<file path="config.mk">
export PLATFORM = sky130hd
export DESIGN_NAME = vnht_ctrl
export DESIGN_NICKNAME = d
export VERILOG_FILES = /design/src/rtl/verb_noun_hash_table_unit_defines.svh /design/src/rtl/vnht_pkg.sv /design/src/rtl/vnht_ctrl.sv
export SDC_FILE = /design/constraint.sdc
export NUM_CORES = 1
export LEC_CHECK = 0
export BUFFER_PORTS_ARGS = -buffer_cell sky130_fd_sc_hd__buf_2
export CAP_MARGIN = 5
export CORE_AREA = 2 2 39 41
export CTS_CLUSTER_DIAMETER = 60
export CTS_CLUSTER_SIZE = 24
export DETAILED_ROUTE_END_ITERATION = 10
export DIE_AREA = 0 0 41 43
export SYNTH_ARGS = -nofsm -noshare
export SYNTH_HDL_FRONTEND = slang
export SYNTH_SLANG_ARGS = --single-unit
</file>
<file path="constraint.sdc">
create_clock -name clock -period 1.7 [get_ports clock]
set_input_delay 0.34 -clock clock [delete_from_list [all_inputs] [get_ports clock]]
set_output_delay 0.34 -clock clock [all_outputs]
set_load 0.02 [all_outputs]
</file>
<file path="src/rtl/verb_noun_hash_table_unit_defines.svh">
// Assertion macros for the hash table RTL.
`ifndef VERB_NOUN_HASH_TABLE_UNIT_DEFINES_SVH
`define VERB_NOUN_HASH_TABLE_UNIT_DEFINES_SVH

`ifndef SYNTHESIS

// Clocked property that is ignored while reset is high.
`define VNHT_ASSERT(label, clk, rst, prop, msg) \
   label: assert property (@(posedge clk) disable iff (rst) (prop)) else $error(msg);

// Clocked property that is checked in every cycle, reset included.
`define VNHT_ASSERT_ALWAYS(label, clk, prop, msg) \
   label: assert property (@(posedge clk) (prop)) else $error(msg);

`else

`define VNHT_ASSERT(label, clk, rst, prop, msg)
`define VNHT_ASSERT_ALWAYS(label, clk, prop, msg)

`endif

`endif

</file>
<file path="src/rtl/vnht_pkg.sv">
// Package with the sizes, codes and interface types of the verb/noun hash table.
package vnht_pkg;

   // Table geometry. BUCKETS must be a power of two.
   localparam int BUCKETS      = 64;
   localparam int POOL_ENTRIES = 256;
   localparam int BKT_W        = $clog2(BUCKETS);
   localparam int PIDX_W       = $clog2(POOL_ENTRIES);
   localparam int CNT_W        = $clog2(POOL_ENTRIES + 1);
   localparam int KEY_W        = 16;
   localparam int ADDR_W       = 16;

   // Request action codes.
   typedef enum logic {
      ACT_INSERT = 1'b0,
      ACT_LOOKUP = 1'b1
   } action_type;

   // Response status codes.
   typedef enum logic [1:0] {
      STATUS_OK   = 2'd0,
      STATUS_DUP  = 2'd1,
      STATUS_FULL = 2'd2,
      STATUS_MISS = 2'd3
   } status_type;

   // Controller states.
   typedef enum logic [2:0] {
      ST_IDLE,
      ST_HEAD,
      ST_PROBE,
      ST_INSERT_HEAD,
      ST_INSERT_TAIL,
      ST_LINK,
      ST_DONE
   } state_type;

   // One pool slot: the key and its stored address.
   typedef struct packed {
      logic signed [KEY_W-1:0] verb;
      logic signed [KEY_W-1:0] noun;
      logic [ADDR_W-1:0]       address;
   } entry_type;

   // Chain link of a pool slot.
   typedef struct packed {
      logic              valid;
      logic [PIDX_W-1:0] index;
   } link_type;

   // Commands from the controller to the datapath.
   typedef struct packed {
      logic       capture;
      logic       read_head;
      logic       read_next;
      logic       write_entry;
      logic       write_head;
      logic       link;
      logic       count_inc;
      logic       set_result;
      status_type result_code;
      logic       take_address;
      logic       load_rsp;
   } cmd_type;

   // Status from the datapath to the controller.
   typedef struct packed {
      logic is_lookup;
      logic head_hit;
      logic key_match;
      logic next_hit;
      logic pool_full;
      logic rsp_stall;
   } stat_type;

endpackage

</file>
<file path="src/rtl/vnht_ctrl.sv">
// Controller state machine that sequences the chain walk and the insert.
module vnht_ctrl (
   input  logic               clock,
   input  logic               reset,
   input  logic               req_valid,
   output logic               req_ready,
   input  vnht_pkg::stat_type stat,
   output vnht_pkg::cmd_type  cmd
);
   import vnht_pkg::*;

   state_type state_ff;
   state_type state_in;

   // State register.
   always_ff @(posedge clock) begin
      if (reset) begin
         state_ff <= ST_IDLE;
      end else begin
         state_ff <= state_in;
      end
   end

   // Next state and commands.
   always_comb begin
      state_in  = state_ff;
      cmd       = '0;
      req_ready = 1'b0;
      case (state_ff)
         ST_IDLE: begin
            req_ready = 1'b1;
            if (req_valid) begin
               cmd.capture = 1'b1;
               state_in    = ST_HEAD;
            end
         end
         ST_HEAD: begin
            // An empty bucket ends the search at once.
            if (stat.head_hit) begin
               cmd.read_head = 1'b1;
               state_in      = ST_PROBE;
            end else if (stat.is_lookup) begin
               cmd.set_result  = 1'b1;
               cmd.result_code = STATUS_MISS;
               state_in        = ST_DONE;
            end else if (stat.pool_full) begin
               cmd.set_result  = 1'b1;
               cmd.result_code = STATUS_FULL;
               state_in        = ST_DONE;
            end else begin
               state_in = ST_INSERT_HEAD;
            end
         end
         ST_PROBE: begin
            // One slot of the chain is compared per cycle.
            if (stat.key_match) begin
               cmd.set_result = 1'b1;
               if (stat.is_lookup) begin
                  cmd.result_code  = STATUS_OK;
                  cmd.take_address = 1'b1;
               end else begin
                  cmd.result_code = STATUS_DUP;
               end
               state_in = ST_DONE;
            end else if (stat.next_hit) begin
               cmd.read_next = 1'b1;
            end else if (stat.is_lookup) begin
               cmd.set_result  = 1'b1;
               cmd.result_code = STATUS_MISS;
               state_in        = ST_DONE;
            end else if (stat.pool_full) begin
               cmd.set_result  = 1'b1;
               cmd.result_code = STATUS_FULL;
               state_in        = ST_DONE;
            end else begin
               state_in = ST_INSERT_TAIL;
            end
         end
         ST_INSERT_HEAD: begin
            cmd.write_entry = 1'b1;
            cmd.write_head  = 1'b1;
            cmd.count_inc   = 1'b1;
            cmd.set_result  = 1'b1;
            cmd.result_code = STATUS_OK;
            state_in        = ST_DONE;
         end
         ST_INSERT_TAIL: begin
            cmd.write_entry = 1'b1;
            state_in        = ST_LINK;
         end
         ST_LINK: begin
            cmd.link        = 1'b1;
            cmd.count_inc   = 1'b1;
            cmd.set_result  = 1'b1;
            cmd.result_code = STATUS_OK;
            state_in        = ST_DONE;
         end
         ST_DONE: begin
            // Wait until the output register is free.
            if (!stat.rsp_stall) begin
               cmd.load_rsp = 1'b1;
               state_in     = ST_IDLE;
            end
         end
         default: begin
            state_in = ST_IDLE;
         end
      endcase
   end

endmodule

</file>
# After elaboration in Yosys (flattened, before gate mapping)
# Index checks and enable logic that the tools add are counted.
# classes
n_eq_ne,9
mux,34
n_reduce_logical,4
# ops
cell,count
$mux 3,13
$mux 1,18
$pmux 3 s6,1
$eq 3x3->1 const B,3
$pmux 3 s3,1
$eq 3x2->1 const B,2
$ne 2x2->1 const B,2
$reduce_or 2->1,2
$eq 3x1->1 const B,1
$logic_not 3->1,1
$ne 3x3->1 const B,1
$reduce_and 3->1,1
$mux 2,1
# totals
register_bits,3
word_cells,48

# Logic depth before layout (Yosys ltp)
# depth
ltp_word,5
depth_mapped,4
depth_no_buf,3

# Worst setup path before layout
# Ideal clock, no wire load.
# synth_path
kind,reg-to-output
from,register state_ff[2]
to,output cmd[11] in the netlist's numbering
arrival_ns,1.358
slack_ns,0.002
stages_incl_launch_ff,4
path_buffers,1
path_cell_list,dfxtp_1 -> buf_2 -> nor3_1 -> and2_1
# synth_lines
item,line_no,text
"start, declared",vnht_ctrl.sv:12,state_type state_ff;
"start signal, assigned",vnht_ctrl.sv:20,state_ff <= state_in;
"end, declared",vnht_ctrl.sv:8,output vnht_pkg::cmd_type cmd

==> impl_results.md <==
- Sw frac: 45.6%
- Post-route ant nets: 0
- Area Growth Syn to Fin: 49.8%
- Worst Min Path Start: reset
- Total CTS buffers: 3
- Flop2flop setup slack: 420 ps
- DRT Pass-1 Iters: 2
- CP max stage cell: dfxtp_2
- Minimum clock period: 1620 ps
- Largest net degree at the start of global routing: 13
- Share of layout cells above drive strength 1: 50.6%
- Worst reg2reg path startpoint: state_ff[1]
- CP arrival: 1280 ps
- Placed instance count: 91
- Power per cell area: 1300 nW/um^2
- Commonest cells in the netlist: nor2_1 (11), nand2_1 (5)
- Final hold vios: 0
- Count leader, synth: nor2_1
- Max Clock Freq: 0.619 GHz
- Clock Power Share: 16.4%
- Startpoint types: register
- Required @ worst endpoint: 1360 ps
- Root Buffer: clkbuf_4
- CTS tree: done
- Synth area leaders: dfxtp_1 (16%), nor2_1 (11%), nor3b_1 (5.9%)
- Routed WL per cell: 10.8 microns
- Clock Sinks: 3
- Hold_buf cts: 0
- DP HPWL: 761 microns
- Cell family with most CP delay: flip-flops
- Unrepaired setup endpoints after global routing: no
- Crit path from: state_ff[1]
- Reg area: 63.8 sq um
- Max-slew headroom: 79.5%
- Vias in the first global route: 403
- Die X-Extent: 41 microns
- Largest Register: state_ff
- Worst hold path class: input pin to register
- Postcts setup bufs: 0
- Sequential power share: 19.1%
- Register-to-Register Path Depth: 4
- CP Class: register to primary output
- Setup violations, final: 0
- # DRC: 0
- Yosys warns: 0
- GRT overflow: 0
- Critical Path, Cell by Cell: buf_4, nor3b_2, o21bai_1, mux2i_1, buf_4
- # Max-Cap Violations: 0
- Status: complete, no violations
- Final worst-path cycle share: 95.1%
- Vias per inst: 4.93
- Initial Util: 27.6%
- Pint: 0.000405 W
- Switch Pwr: 0.000339 W
- Netlist Area Pre-Place: 382 sq um
- Async SR Flop Fraction: 0%
- Crit-path most repeated cell: buf_4
- Syn nets: 62
- Stages on the worst setup path: 5
- Core area: 1380 sq um
- Initial antenna violation count: 0
- Vias: 468
- Drt first-iter violations: 9
- Max FFs per register: 3
- Final Skew: 3.34 ps
- Yosys top cell area share: 15.7%
- Slew Viols, Final: 0
- Number of distinct library cells after synthesis: 28
- Yosys reg bits: 3
- Sequential share of the synthesized area: 15.7%
- Tightest Pin Transition: 307 ps
- Final WL: 1030 microns
- Number of port buffers: 21
- R2r endpoint: state_ff[2]
- Die height: 43 microns
- Critical Path Fanout Max: 7
- Synth area leader: dfxtp_1
- Nets: 89
- Synthesized instance count: 53
- Leakage: 0.273 nW
- Clock transition at path regs: 40 ps
- Final non-filler cell total: 95
- Critical path's largest stage delay: 330 ps
- Max Buffers Root-to-Sink: 2
- Multi-input gate area: 308 sq um
- Top FF cell, synth: dfxtp_1
- Filler cell count: 149
- Die area: 1760 sq um
- Setup TNS: 0 ps
- Worst vdd ir: 0.488 mV
- Logic pwr share: 64.5%
- Latest clock arrival within the worst-skew pair: 230 ps
- # H-tree levels: 1
- GRT Util Overall: 12.6%
- Number of flops mapped to enable cells by yosys: 0
- Final GP Congestion: 0.694
- CP bufs+invs: 2
- Biggest registers after layout: state_ff x3
- Ports: 22
- # resized after CTS: 0
- Syn_area_per_cell: 7.20 sq um
- First-pass GRT wire length: 1560 microns
- Row cnt: 14
- Worst setup EP type: primary output
- CP endpoint: cmd[2]
- Diodes inserted: 0
power groups by stage:
stage | clock network [W] | logic [W] | registers [W]
6_report | 0.000122 | 0.000480 | 0.000142
3_5_place_dp | 0 | 0.000453 | 0.000134
4_1_cts | 0.000130 | 0.000455 | 0.000134
2_1_floorplan | 0 | 0.000346 | 0.000117
5_1_grt | 0.000137 | 0.000526 | 0.000148
3_3_place_gp | 0 | 0.000449 | 0.000135
cells by family after synthesis:
logic type	count (synthesis)	share of synthesized area, %
simple gates	29	41.0
compound gates	14	30.2
buf+inv	5	8.20
flops	3	15.7
xor+xnor	1	2.30
mux	1	2.62
layout make-up:
cell class | instances | share of cell area, %
Clock buffer | 4 | 4.60
Inverter | 2 | 1.31
Multi-Input combinational cell | 45 | 53.8
Sequential cell | 3 | 11.2
Tap cell | 16 | 3.50
Timing Repair Buffer | 25 | 25.6
worst min-delay path by stage:
stage | end | slack [ps] | cells after the start
2_1_floorplan | state_ff[1] | 410 | 1
3_3_place_gp | state_ff[1] | 570 | 2
3_5_place_dp | state_ff[1] | 570 | 2
4_1_cts | state_ff[1] | 320 | 2
5_1_grt | state_ff[1] | 330 | 2
6_report | state_ff[1] | 330 | 2
layer usage:
metal	global-route usage [%]	routed length, microns	vias up
li1	-	-	241
met1	16.0	444	210
met2	19.1	514	17
met3	3.14	70	0
met4	6.00	0	0
met5	0	0	-
per-stage QoR:
| stage | utilization [%] | hold slack (ps) | setup WS, ps | cell area (sq um) | power [W] |
|---|---|---|---|---|---|
| 3_3_place_gp | 37.1 | 567 | 210 | 513 | 0.000584 |
| 6_report | 41.3 | 326 | 83.9 | 572 | 0.000744 |
| 2_1_floorplan | - | 409 | 2.01 | 382 | 0.000463 |
| 4_1_cts | 39.0 | 324 | 4.62 | 539 | 0.000719 |
| 3_5_place_dp | 37.1 | 572 | 181 | 513 | 0.000587 |
| 5_1_grt | 41.3 | 329 | 12.0 | 572 | 0.000810 |
worst register-to-register path, delay by kind of cell (launching register included):
kind	cells	cell delay [ps]
buf+inv	1	130
flops	1	330
compound gates	2	430
simple gates	1	250
cells in the final DEF, fill, tap and decap left out, drive strengths merged, types with 2 or more instances in the layout:
cell    instances
nand2           5
clkbuf          4
nor3b           3
o21ba           2
buf            25
nor2           11
a21oi           3
dfxtp           3
and2            2
inv             2
o21ai           3
No activity file was read; power rests on OpenSTA's default activity.
